### src/rtl/wor_pkg.sv
// shared constants and types of the winograd output requantizer
// no dependencies; imported by every module under rtl
package wor_pkg;

    // field widths
    localparam int DATA_W    = 32;
    localparam int RES_W     = 8;
    localparam int OUT_W     = 8;
    localparam int LANES     = 4;
    localparam int ROW_CNT_W = 2;

    // q8.24 fixed point
    localparam int SCALE_FRAC_BITS = 24;

    // product and accumulation widths
    localparam int PROD_W  = 2 * DATA_W;
    localparam int RPROD_W = RES_W + DATA_W + 1;
    localparam int SUM_W   = 50;

    // scaled value clamp, keeps sign and int8 saturation
    localparam logic signed [PROD_W-1:0] PROD_LIMIT = PROD_W'(64'sd1 <<< 48);
    localparam logic signed [SUM_W-1:0]  SUM_LIMIT  = SUM_W'(64'sd1 <<< 48);

    // truncation toward zero: add this to negative values before the shift
    localparam logic signed [SUM_W-1:0] TRUNC_ADD = SUM_W'((64'sd1 <<< SCALE_FRAC_BITS) - 1);

    // int8 saturation bounds
    localparam logic signed [SUM_W-SCALE_FRAC_BITS-1:0] SAT_MAX =
        (SUM_W-SCALE_FRAC_BITS)'(127);
    localparam logic signed [SUM_W-SCALE_FRAC_BITS-1:0] SAT_MIN =
        (SUM_W-SCALE_FRAC_BITS)'(-128);

    // last row of the 4x4 product tile
    localparam logic [ROW_CNT_W-1:0] ROW_LAST = 2'd3;

    // relu mode codes
    localparam logic [1:0] RELU_NONE = 2'd0;
    localparam logic [1:0] RELU_PRE  = 2'd1;
    localparam logic [1:0] RELU_POST = 2'd2;

    // configuration register indexes
    localparam int CFG_IDX_W  = 1;
    localparam int CFG_DATA_W = 2;
    localparam logic [CFG_IDX_W-1:0] CFG_RELU_MODE   = 1'b0;
    localparam logic [CFG_IDX_W-1:0] CFG_RESIDUAL_EN = 1'b1;

    // one finished tile after the output transform
    typedef struct packed {
        logic [LANES-1:0][DATA_W-1:0] acc;
        logic [DATA_W-1:0]            scale;
        logic [DATA_W-1:0]            rscale;
        logic [LANES-1:0][RES_W-1:0]  res;
    } wor_tile_t;

    // lane stage load enables
    typedef struct packed {
        logic ld_prod;
        logic ld_sum;
    } wor_lane_ctl_t;

endpackage

### src/rtl/wor_lane.sv
// one requantization lane: scale multiply, clamp, relu, residual, int8 saturation
// depends on wor_pkg
module wor_lane
    import wor_pkg::*;
(
    input  logic                     clk,
    input  wor_lane_ctl_t            ctl,
    input  logic [DATA_W-1:0]        acc,
    input  logic [DATA_W-1:0]        scale,
    input  logic [DATA_W-1:0]        rscale,
    input  logic [RES_W-1:0]         res,
    input  logic [1:0]               relu_mode,
    input  logic                     residual_enable,
    output logic signed [OUT_W-1:0]  q
);

    logic signed [DATA_W-1:0]  acc_s;
    logic signed [DATA_W:0]    scale_s, rscale_s;
    logic signed [RES_W-1:0]   res_s;
    logic signed [PROD_W-1:0]  prod_reg, prod_next;
    logic signed [RPROD_W-1:0] rprod_reg, rprod_next;
    logic signed [SUM_W-1:0]   clamp_val, rterm, sum_reg, sum_next;
    logic signed [SUM_W-1:0]   post_val, trunc_in;
    logic signed [SUM_W-SCALE_FRAC_BITS-1:0] quot;

    // multiply stage, unsigned scales as positive signed operands
    always_comb
    begin
        acc_s      = $signed(acc);
        res_s      = $signed(res);
        scale_s    = $signed({1'b0, scale});
        rscale_s   = $signed({1'b0, rscale});
        prod_next  = PROD_W'(acc_s * scale_s);
        rprod_next = RPROD_W'(res_s * rscale_s);
    end

    // clamp, relu before residual, residual add
    always_comb
    begin
        if (prod_reg > PROD_LIMIT)
        begin
            clamp_val = SUM_LIMIT;
        end
        else if (prod_reg < -PROD_LIMIT)
        begin
            clamp_val = -SUM_LIMIT;
        end
        else
        begin
            clamp_val = SUM_W'(prod_reg);
        end
        if (relu_mode == RELU_PRE && clamp_val < 0)
        begin
            clamp_val = '0;
        end
        rterm    = residual_enable ? SUM_W'(rprod_reg) : '0;
        sum_next = clamp_val + rterm;
    end

    // relu after residual, truncate toward zero, saturate
    always_comb
    begin
        post_val = sum_reg;
        if (relu_mode == RELU_POST && sum_reg < 0)
        begin
            post_val = '0;
        end
        trunc_in = post_val + ((post_val < 0) ? TRUNC_ADD : '0);
        quot     = (SUM_W-SCALE_FRAC_BITS)'(trunc_in >>> SCALE_FRAC_BITS);
        if (quot > SAT_MAX)
        begin
            q = OUT_W'(SAT_MAX);
        end
        else if (quot < SAT_MIN)
        begin
            q = OUT_W'(SAT_MIN);
        end
        else
        begin
            q = quot[OUT_W-1:0];
        end
    end

    // lane pipeline registers
    always_ff @(posedge clk)
    begin
        if (ctl.ld_prod)
        begin
            prod_reg  <= prod_next;
            rprod_reg <= rprod_next;
        end
        if (ctl.ld_sum)
        begin
            sum_reg <= sum_next;
        end
    end

endmodule

### config.mk
export PLATFORM = sky130hd
export DESIGN_NAME = wor_lane
export DESIGN_NICKNAME = d
export VERILOG_FILES = /design/src/rtl/wor_pkg.sv /design/src/rtl/wor_lane.sv
export SDC_FILE = /design/constraint.sdc
export NUM_CORES = 2
export LEC_CHECK = 0
export ABC_AREA = 1
export BUFFER_PORTS_ARGS = -buffer_cell sky130_fd_sc_hd__buf_2
export CAP_MARGIN = 25
export CORE_UTILIZATION = 50
export CTS_BUF_LIST = sky130_fd_sc_hd__clkbuf_16
export DETAILED_ROUTE_END_ITERATION = 8
export PLACE_DENSITY = 0.77
export SLEW_MARGIN = 20
export SYNTH_ARGS = -nofsm -noshare
export SYNTH_HDL_FRONTEND = slang
export SYNTH_SLANG_ARGS = --single-unit
export TNS_END_PERCENT = 100
### constraint.sdc
create_clock -name clk -period 9.5 [get_ports clk]
set_input_delay 1.425 -clock clk [delete_from_list [all_inputs] [get_ports clk]]
set_output_delay 1.425 -clock clk [all_outputs]
set_load 0.03 [all_outputs]
## After elaboration in Yosys (flattened, before gate mapping)

Index checks and enable logic that the tools add are counted.

| word-level totals | value |
|---|---|
| register bits after elaboration | 155 |
| output and inout port bits | 8 |
| input bits | 110 |
| logic and storage cells | 26 |

| cells by class | value |
|---|---|
| $lt $le $gt $ge | 7 |
| multiplexer cells | 8 |
| add/sub/neg operators | 2 |
| equality and inequality tests | 2 |
| reductions and logical operators | 2 |
| multipliers | 2 |

Operators with widths:

| kind | count |
|---|---|
| 2-to-1 mux 50 bit | 5 |
| < comparator 50 x 1 -> 1 bit (second input constant) | 3 |
| > comparator 64 x 50 -> 1 bit (second input constant) | 1 |
| < comparator 64 x 49 -> 1 bit (second input constant) | 1 |
| multiplier 32 x 33 -> 64 bit | 1 |
| adder 50 x 24 -> 50 bit | 1 |
| adder 50 bit | 1 |
| multiplier 8 x 33 -> 41 bit | 1 |
| > comparator 26 x 8 -> 1 bit (second input constant) | 1 |
| < comparator 26 x 8 -> 1 bit (second input constant) | 1 |
| 2-to-1 mux 24 bit | 1 |
| 2-to-1 mux 8 bit | 2 |
| == test 2 x 1 -> 1 bit (second input constant) | 1 |
| == test 2 bit (second input constant) | 1 |
| logical AND 1 bit | 2 |

## Logic depth before layout (Yosys ltp)

| logic depth | value |
|---|---|
| depth after elaboration | 9 |
| gate-level depth with buffers | 31 |
| depth with buffers taken out | 30 |

## Worst setup path before layout

OpenSTA, ideal clock, no wires.

| path | value |
|---|---|
| path type | input to register |
| from | input scale[15] |
| to | register prod_reg[49], data pin |
| path buffers | 1 |
| required time | 9.239 ns |
| slack | 1.742 ns |
| data arrival time | 7.497 ns |
| stages | 27 |
| path through | clkbuf_1 -> nand2_1 -> inv_1 -> fa_1 -> fa_1 -> inv_1 -> fa_1 -> fa_1 -> inv_1 -> fa_1 -> inv_1 -> fa_1 -> inv_1 -> fa_1 -> fa_1 -> ha_1 -> nand2_1 -> nor2_1 -> inv_1 -> nor2_1 -> nand3_1 -> o211ai_1 -> a21oi_1 -> o21ai_0 -> nand3_1 -> nand2_1 -> xor2_1 |

| on the way | value |
|---|---|
| cells in the longest elaborated chain, start to end | 1 |

Ends and longest elaborated chain:

| item | line | RTL |
|---|---|---|
| start: declaration | wor_lane.sv:9 | `input logic [DATA_W-1:0] scale,` |
| multiplier 32 x 33 -> 64 bit | wor_lane.sv:33 | `prod_next = PROD_W'(acc_s * scale_s);` |
| named net prod_next[49] | wor_lane.sv:20 | `logic signed [PROD_W-1:0] prod_reg, prod_next;` |
| end signal: assignment | wor_lane.sv:89 | `prod_reg <= prod_next;` |
| end: declaration | wor_lane.sv:20 |  |

The timed path passes the listed nets, and every way through them passes these cells.
A chain may end at the register's enable or synchronous reset.

## Worst setup path in the final report

Same ends and word-level chain as after synthesis.

==> run metrics <==
Hold Path Depth=3; clock sinks=155; DR vias=45324; clock root buffer=clkbuf_16; residual DRC count=0; Critical Path Most Common Cell=fa_1; Die ar.=0.1127 mm²; Final period util=89.22%; antenna violations before repair=17; DRC marker count from the first detailed-route iteration=3322; Ys Warns=0; Fillers=10505; Die Ht=335.7 µm; top-count cell post-synth=inv_1; clock insertion delay at the later pin of the skew report=0.45 ns; first-pass GRT wire length=246000 µm; post-detail-place hpwl=127600 µm; post-synthesis cell type count=52; vias in the first global route=47803; H-tree lvl count=4; grt total ovfl=0; I/O Pins=118; Critical Path AT=8.67 ns; largest net degree at the start of global routing=79; max cap viols=0; largest area contributor in the netlist=fa_1; P&R area growth vs syn=4.279%; Pre-antenna DRT Iters=8; hold_buf cts=0; final wirelength=151200 µm; relative slew slack=29.84%; busiest grt layer=met2; Final nets=8946; TNS Setup=0 ns; Max Fclk=0.1180 GHz; Cells after Synth=7396; share of layout cells above drive strength 1=3.800%; Syn Nets=9039; final hold slack=0.6793 ns; Slew Viols, Final=0; Top FF cell, synth=edfxtp_1; Mapped Avg Cell Area=7.527 µm²; Worst-path clk slew=0.07 ns; Async S/R FF share, synth=0%; Core Box Area=0.1105 mm²; R2R depth=25; GP Congestion=0.9692; Post-synth EDFFs=155; Hold Crit Class=flop to flop; PortBufs=117; #FFs+latches synth=155; post-route cell area=0.05805 mm²; crit end category=flop; Crit Path Max Fanout=32; Worst Tran Pin Value=1.051 ns; slowest cell delay on critical path=0.68 ns; Post-CTS Setup Repair Bufs=0; die span in x=335.7 µm; max FFs per register=64; top post-synthesis cells by count=inv_1 (2311), nand2_1 (1893), fa_1 (1079); Num CTS Buffers=17; Hold Fails Final Rpt=0; count of final setup violators=0; routed length per instance=17.15 µm; met1 Track Usage GR=35.63%; CTS tree=yes; M2 GR Usage=46.14%; DR vias/cell=5.142; Initial Util=50.37%; GR Util All Layers=27.62%; met3 Usage GRT=3.251%; Tmin final=8.476 ns; outcome=complete, no violations; top cell type's share of synthesized area=38.80%; register area share after synthesis=8.361%; Clock Tree Buf Depth=2; CP startpoint kind=primary input; Core Rows=122; # resized after CTS=0; largest cells by area after synthesis=fa_1 (39%), inv_1 (16%), nand2_1 (13%); Slowest cell on crit path=buf_2; post-route ant nets=0; WP data required=9.70 ns; Synth Cell Area=0.05567 mm²; Fin Clk Skew=0.01386 ns; RSZ-0062 raised after global routing=no; placed standard-cell area=0.05740 mm²; Worst Path Class, Setup=primary input to flop
[cell usage in the layout (no fill, tap or decap), drive strengths merged]
cell type and n:
nor2 342, and3 5, nor4 14, ha 454, clkbuf 17, nand4 38, bufinv 2, a211oi 1
nand3 121, a21boi 14, edfxtp 155, a41oi 1, o41ai 1, o31ai 5, or2 46, clkinv 5
o21a 16, xnor2 55, a31oi 48, nand2 1901, o21bai 14, clkinvlp 2, o221ai 4, xor2 94
buf 157, o211ai 13, nor3b 1, a221oi 2, nor3 57, fa 1079, o2111ai 3, a21o 15
and2 2, o21ai 112, nand3b 3, a21oi 196, inv 2321, diode 11
[metal layers]
layer  wire length [µm]  share of wire [%]
met4               7714                5.1
met5                 66              0.044
met1              60540                 40
met2              72490                 48
met3              10390                6.9
[final timing paths]
check	from	endpoint	slack, ns
worst min register to register	rprod_reg[0]$_DFFE_PP_	sum_reg[0]$_DFFE_PP_	0.68
worst max-delay path	scale[15]	prod_reg[49]$_DFFE_PP_	1.02
worst max register to register	prod_reg[18]$_DFFE_PP_	sum_reg[44]$_DFFE_PP_	3.55
worst min-delay path	rprod_reg[0]$_DFFE_PP_	sum_reg[0]$_DFFE_PP_	0.68
[metrics by stage]
| stage | utilization, % | std cells | worst slack [ns] |
|---|---|---|---|
| after floorplan | - | 7396 | 1.742 |
| final | 52.53 | 8815 | 1.024 |
| after global routing | 52.53 | 8815 | 0.6351 |
| after CTS | 52.48 | 8803 | 1.092 |
| after detailed placement | 51.93 | 8771 | 0.6369 |
| after global placement | 51.91 | 8770 | 0.7113 |
[cell families after synthesis]
family,Yosys count,synth area share (%)
AO/OA/AOI/OAI,445,4.561
AND/OR/NAND/NOR,2530,18.25
adder cells (fa/ha/maj),1533,49.01
buffers and inverters,2584,17.48
flip-flops,155,8.361
XOR/XNOR,149,2.344
[layout make-up]
| cell class | instances | area, µm² | area share (%) |
|---|---|---|---|
| Inverter | 2315 | 8690 | 14.97 |
| Multi-Input combinational cell | 4657 | 41290 | 71.13 |
| Clock inverter | 15 | 181.4 | 0.3125 |
| Timing Repair Buffer | 157 | 920.9 | 1.586 |
| Tap cell | 1488 | 1862 | 3.207 |
| Sequential cell | 155 | 4654 | 8.018 |
| Antenna cell | 11 | 27.53 | 0.04742 |
| Clock buffer | 17 | 425.4 | 0.7328 |
[worst max-delay path: cells and delay by family]
family	cells	cell delay [ns]
fa+ha+maj	9	4.38
buf+inv	5	0.97
compound gates	3	0.92
simple gates	7	0.86
xor+xnor	1	0.06
Power is not shown: default switching activity piles up to over one toggle a cycle in this logic, so the estimate is an artifact.
